==> config.mk <==
export PLATFORM = sky130hd
export DESIGN_NAME = tcr_de_out_fifo
export DESIGN_NICKNAME = d
export VERILOG_FILES = /design/src/sv/tcr_de_pkg.sv /design/src/sv/tcr_de_out_fifo.sv
export SDC_FILE = /design/constraint.sdc
export NUM_CORES = 1
export LEC_CHECK = 0
export ABC_AREA = 1
export BUFFER_PORTS_ARGS = -buffer_cell sky130_fd_sc_hd__buf_4
export CORE_UTILIZATION = 45
export DETAILED_ROUTE_END_ITERATION = 12
export PLACE_DENSITY_LB_ADDON = 0.15
export SETUP_SLACK_MARGIN = 0.3
export SLEW_MARGIN = 40
export SYNTH_ARGS = -nofsm -noshare
export SYNTH_HDL_FRONTEND = slang
export SYNTH_SLANG_ARGS = --single-unit
==> constraint.sdc <==
create_clock -name clk -period 8.6 [get_ports clk]
set_clock_uncertainty 0.2 [all_clocks]
set_input_delay 0.43 -clock clk [delete_from_list [all_inputs] [get_ports clk]]
set_output_delay 0.43 -clock clk [all_outputs]
set_load 0.02 [all_outputs]
==> src/sv/tcr_de_pkg.sv <==
`default_nettype none
package tcr_de_pkg;

  localparam int DICT_ENTRIES          = 256;
  localparam int MAX_ENTRY_LEN_DEF     = 255;
  localparam int BYTES_PER_RESULT_DEF  = 8;
  localparam int SIG_LEN               = 9;
  localparam int CHUNK_W               = 64;
  localparam int COUNT_W               = 4;

  localparam logic [1:0] PH_HEADER = 2'd0;
  localparam logic [1:0] PH_DICT   = 2'd1;
  localparam logic [1:0] PH_TEXT   = 2'd2;
  localparam logic [1:0] PH_ERROR  = 2'd3;

  typedef struct packed {
    logic               status;
    logic [COUNT_W-1:0] count;
    logic               last;
  } tag_t;

  typedef struct packed {
    logic               status;
    logic [CHUNK_W-1:0] chunk;
    logic [COUNT_W-1:0] count;
    logic               last;
  } out_item_t;

  function automatic logic [7:0] sig_byte(input logic [3:0] pos);
    logic [7:0] b;
    unique case (pos)
      4'd0:    b = 8'h21;
      4'd1:    b = 8'h21;
      4'd2:    b = 8'h38;
      4'd3:    b = 8'h2D;
      4'd4:    b = 8'h42;
      4'd5:    b = 8'h69;
      4'd6:    b = 8'h74;
      4'd7:    b = 8'h21;
      4'd8:    b = 8'h21;
      default: b = 8'h00;
    endcase
    return b;
  endfunction

endpackage
`default_nettype wire

==> src/sv/tcr_de_out_fifo.sv <==
`default_nettype none
module tcr_de_out_fifo (
  input  wire logic                  clk,
  input  wire logic                  rst,
  input  wire logic                  push,
  input  wire tcr_de_pkg::out_item_t push_item,
  input  wire logic                  pop,
  output      logic                  out_valid,
  output      tcr_de_pkg::out_item_t out_item,
  output      logic [1:0]            fill
);

  tcr_de_pkg::out_item_t slots [2];
  logic                  wr_ptr;
  logic                  rd_ptr;
  logic                  do_pop;

  assign out_valid = (fill != 2'd0);
  assign out_item  = slots[rd_ptr];
  assign do_pop    = pop && out_valid;

  always_ff @(posedge clk) begin
    if (push) begin
      slots[wr_ptr] <= push_item;
    end
  end

  always_ff @(posedge clk) begin
    if (rst) begin
      wr_ptr <= 1'b0;
      rd_ptr <= 1'b0;
      fill   <= 2'd0;
    end else begin
      if (push) begin
        wr_ptr <= ~wr_ptr;
      end
      if (do_pop) begin
        rd_ptr <= ~rd_ptr;
      end
      case ({push, do_pop})
        2'b10:   fill <= fill + 2'd1;
        2'b01:   fill <= fill - 2'd1;
        default: fill <= fill;
      endcase
    end
  end

endmodule
`default_nettype wire

==> impl_metrics.sql <==
INSERT INTO impl_metrics (metric_group, metric, value, unit) VALUES
('sta', 'grt_setup_unrepaired', 'false', ''),
('sta', 'final.setup.worst_slack', '5.855', 'ns'),
('floorplanning', 'initial_core_utilization', '46.56', '%'),
('drt', 'routed-via-count', '2982', ''),
('grt', 'grt_first_pass_wirelength', '15010', 'um'),
('floorplanning', 'io_pins', '147', ''),
('layout', 'finish.utilization', '66.94', '%'),
('drt', 'postRouteAntennaNets', '0', ''),
('cts', 'cts_tree', 'done', ''),
('cts', 'cts_max_path_buffers', '2', ''),
('worst_hold_path', 'class_of_the_tightest_hold_or_removal_check', 'in -> reg', ''),
('drt', 'postRouteWirelength', '9864', 'um'),
('critical_path', 'cp_data_arrival_time', '2.11', 'ns'),
('sta', 'period_share', '31.92', '%'),
('floorplanning', 'die-area', '0.01298', 'mm^2'),
('drt', 'avgViaCountPerCell', '4.498', ''),
('logic_synthesis', 'postSynthNetCount', '329', ''),
('critical_path', 'worstSetupEndpointType', 'output port', ''),
('drt', 'detail_route.drc_violations', '0', ''),
('cts', 'post_cts_resize_count', '0', ''),
('critical_path', 'cp_slowest_stage_delay', '0.64', 'ns'),
('logic_synthesis', 'synthDistinctLibCells', '13', ''),
('layout', 'finalNonFillerCells', '663', ''),
('cts', 'cts_clk_pin_slew_worst_paths', '0.06', 'ns'),
('logic_synthesis', 'synth-seq-area-share', '76.33', '%'),
('critical_path', 'setup_crit_start_kind', 'flip-flop', ''),
('cts', 'clk-insertion-delay-late', '0.40', 'ns'),
('floorplanning', 'core-area', '0.01211', 'mm^2'),
('grt', 'grt.overflow.total', '0', ''),
('layout', 'antenna-diode-count', '0', ''),
('placement', 'hpwl', '5989', 'um'),
('grt', 'grt_max_degree', '62', ''),
('logic_synthesis', 'synth.yosys.warnings', '0', ''),
('drt', 'drt-pass1-iter-count', '4', ''),
('cts', 'clock_tree.htree_level_count', '4', ''),
('layout', 'layout-area-overhead-vs-synth', '43.78', '%'),
('critical_path', 'worstPathMaxFanout', '61', ''),
('sta', 'worstMarginPinSlew', '0.8496', 'ns'),
('placement', 'placed_cell_area', '0.006863', 'mm^2'),
('critical_path', 'timing.critical_path.cells', 'buf_6 -> mux2_4 -> buf_4', ''),
('sta', 'report.final.hold_viol_count', '0', ''),
('cts', 'cts_made_buffers', '17', ''),
('status', 'result_of_the_run', 'completed', ''),
('sta', 'fin_hold_ws', '0.02517', 'ns'),
('logic_synthesis', 'postSynthRegisterBits', '145', ''),
('drt', 'drt_first_iter_violations', '128', ''),
('floorplanning', 'die_width', '113.9', 'um'),
('sta', 'accumulated_negative_setup_slack', '0', 'ns'),
('layout', 'share_of_layout_cells_above_drive_strength_1', '50.71', '%'),
('floorplanning', 'die_height', '113.9', 'um'),
('sta', 'finalWorstPathRequiredPeriod', '2.745', 'ns'),
('critical_path', 'critical_path_required', '7.97', 'ns'),
('grt', 'global_route.usage.total', '15.91', '%'),
('sta', 'setup_viol_count_final', '0', ''),
('layout', 'layout.cell_area.non_filler', '0.008108', 'mm^2'),
('critical_path', 'critical_path.slowest_cell', 'sky130_fd_sc_hd__buf_6', ''),
('grt', 'number_of_antenna_violations_at_the_first_check_in_global_routing', '0', ''),
('sta', 'slew_headroom', '43.36', '%'),
('pwr', 'fin_total_pwr', '1.861', 'mW'),
('logic_synthesis', 'postSynthAreaPerCell', '22.20', 'um^2'),
('logic_synthesis', 'syn_area', '0.005639', 'mm^2'),
('logic_synthesis', 'netlist_instances', '254', ''),
('pwr', 'power-per-cell-area', '229.5', 'mW/mm^2'),
('pwr', 'max-vdd-ir-drop', '0.1332', 'mV'),
('cts', 'cts_sinks', '145', ''),
('layout', 'fillcell_total', '864', ''),
('layout', 'nNetsFinal', '558', ''),
('sta', 'final-max-slew-violation-count', '0', ''),
('floorplanning', 'floorplan.rows', '40', ''),
('flow_run', 'max_cap_violations', '0', ''),
('placement', 'place_inst', '565', ''),
('sta', 'fmaxAchievable', '364.3', 'MHz'),
('cts', 'ctsRootBufferMaster', 'sky130_fd_sc_hd__clkbuf_16', ''),
('placement', 'detailedPlace.worstSlack', '6.281', 'ns'),
('placement', 'gpl_congestion', '0.7441', ''),
('pwr', 'total_leakage_power', '3.241', 'nW'),
('placement', 'numPortBuffers', '146', ''),
('critical_path', 'timing_worst_setup_path_type', 'reg -> out', ''),
('grt', 'grt_pass1_vias', '3054', ''),
('drt', 'post_drt_wl_per_cell', '14.88', 'um');
==> routing by layer <==
metal	wire, um	GRT usage [%]	up-vias	part of all wire, %
met2	5112	27.27	90	52
met3	492	5.473	4	5.0
met1	4189	18.58	1451	42
met4	70	5.714	0	0.71
li1	-	-	1437	-
met5	0	0	-	0
==> state kept, by name (all words and copies together) (netlist names), named ones only <==
| name | flops |
|---|---|
| fill | 2 |
| wr_ptr | 1 |
| rd_ptr | 1 |
| slots | 140 |
==> cell usage after synthesis <==
cell type,number,area [um^2]
sky130_fd_sc_hd__inv_1,9,33.78
sky130_fd_sc_hd__buf_12,7,140.1
sky130_fd_sc_hd__o21ai_0,2,10.01
sky130_fd_sc_hd__edfxtp_1,140,4204
sky130_fd_sc_hd__nor2_1,9,33.78
sky130_fd_sc_hd__nor3_1,1,5.000
sky130_fd_sc_hd__buf_6,1,11.26
sky130_fd_sc_hd__a21oi_1,1,5.000
sky130_fd_sc_hd__dfxtp_1,5,100.1
sky130_fd_sc_hd__nand4_1,1,6.260
sky130_fd_sc_hd__mux2_4,70,1051
sky130_fd_sc_hd__ha_1,1,12.51
sky130_fd_sc_hd__nand2_1,7,26.28
==> layout make-up <==
class                           count  area [um^2]  area share, %
Sequential cell                   145         4308          53.13
Timing Repair Buffer              218         1823          22.48
Multi-Input combinational cell     92         1157          14.27
Clock buffer                       19        432.9          5.340
Tap cell                          168        210.2          2.593
Clock inverter                     12        141.4          1.744
Inverter                            9        35.03         0.4321
==> cells in the final DEF (no fill, tap or decap), types with 2 or more instances in the layout <==
master,instances
sky130_fd_sc_hd__dlygate4sd3_1,67
sky130_fd_sc_hd__nor2_1,8
sky130_fd_sc_hd__dfxtp_1,4
sky130_fd_sc_hd__clkinvlp_4,2
sky130_fd_sc_hd__buf_8,2
sky130_fd_sc_hd__clkinv_1,2
sky130_fd_sc_hd__clkbuf_16,17
sky130_fd_sc_hd__bufinv_16,3
sky130_fd_sc_hd__nand2_1,7
sky130_fd_sc_hd__o21ai_0,2
sky130_fd_sc_hd__inv_1,8
sky130_fd_sc_hd__clkbuf_1,2
sky130_fd_sc_hd__mux2_4,70
sky130_fd_sc_hd__clkinv_2,5
sky130_fd_sc_hd__edfxtp_1,140
sky130_fd_sc_hd__buf_4,148
==> cells by family (layout without fill, tap and decap cells) <==
group / after synthesis / after routing / synth area share [%]
DFF: 145 / 145 / 76.33
muxes: 70 / 70 / 18.64
adders and majority gates: 1 / 1 / 0.2218
AOI/OAI and AO/OA: 3 / 3 / 0.2662
buffers and inverters: 17 / 258 / 3.284
and+or+nand+nor: 18 / 18 / 1.265
==> power breakdown <==
group	internal [mW]	total [mW]	switching (mW)	leakage, nW
Sequential	0.819	0.833	0.0137	1.36
Combinational	0.171	0.320	0.148	1.61
Clock	0.451	0.709	0.258	0.278
==> critical path, delay by kind of cell (launching register included) <==
kind / cells / cell delay, ns
flops: 1 / 0.45
buf+inv: 2 / 0.80
mux: 1 / 0.36
==> what timing repair did <==
item,CTS,global route
hold endpoints to repair,130,2
hold buffers,66,1
setup buffers,0,0
==> worst paths after layout <==
| check | start | end | slack, ns | cells after the start |
|---|---|---|---|---|
| setup / recovery | flip-flop | out_item[31] | 5.86 | 3 |
| hold / removal | push_item[11] | slots[1][11] | 0.03 | 1 |
| setup reg to reg | wr_ptr | slots[1][40] | 6.61 | 3 |
| hold reg to reg | rd_ptr | rd_ptr | 0.31 | 2 |
Note: power is estimated with default switching activity, not from simulation.
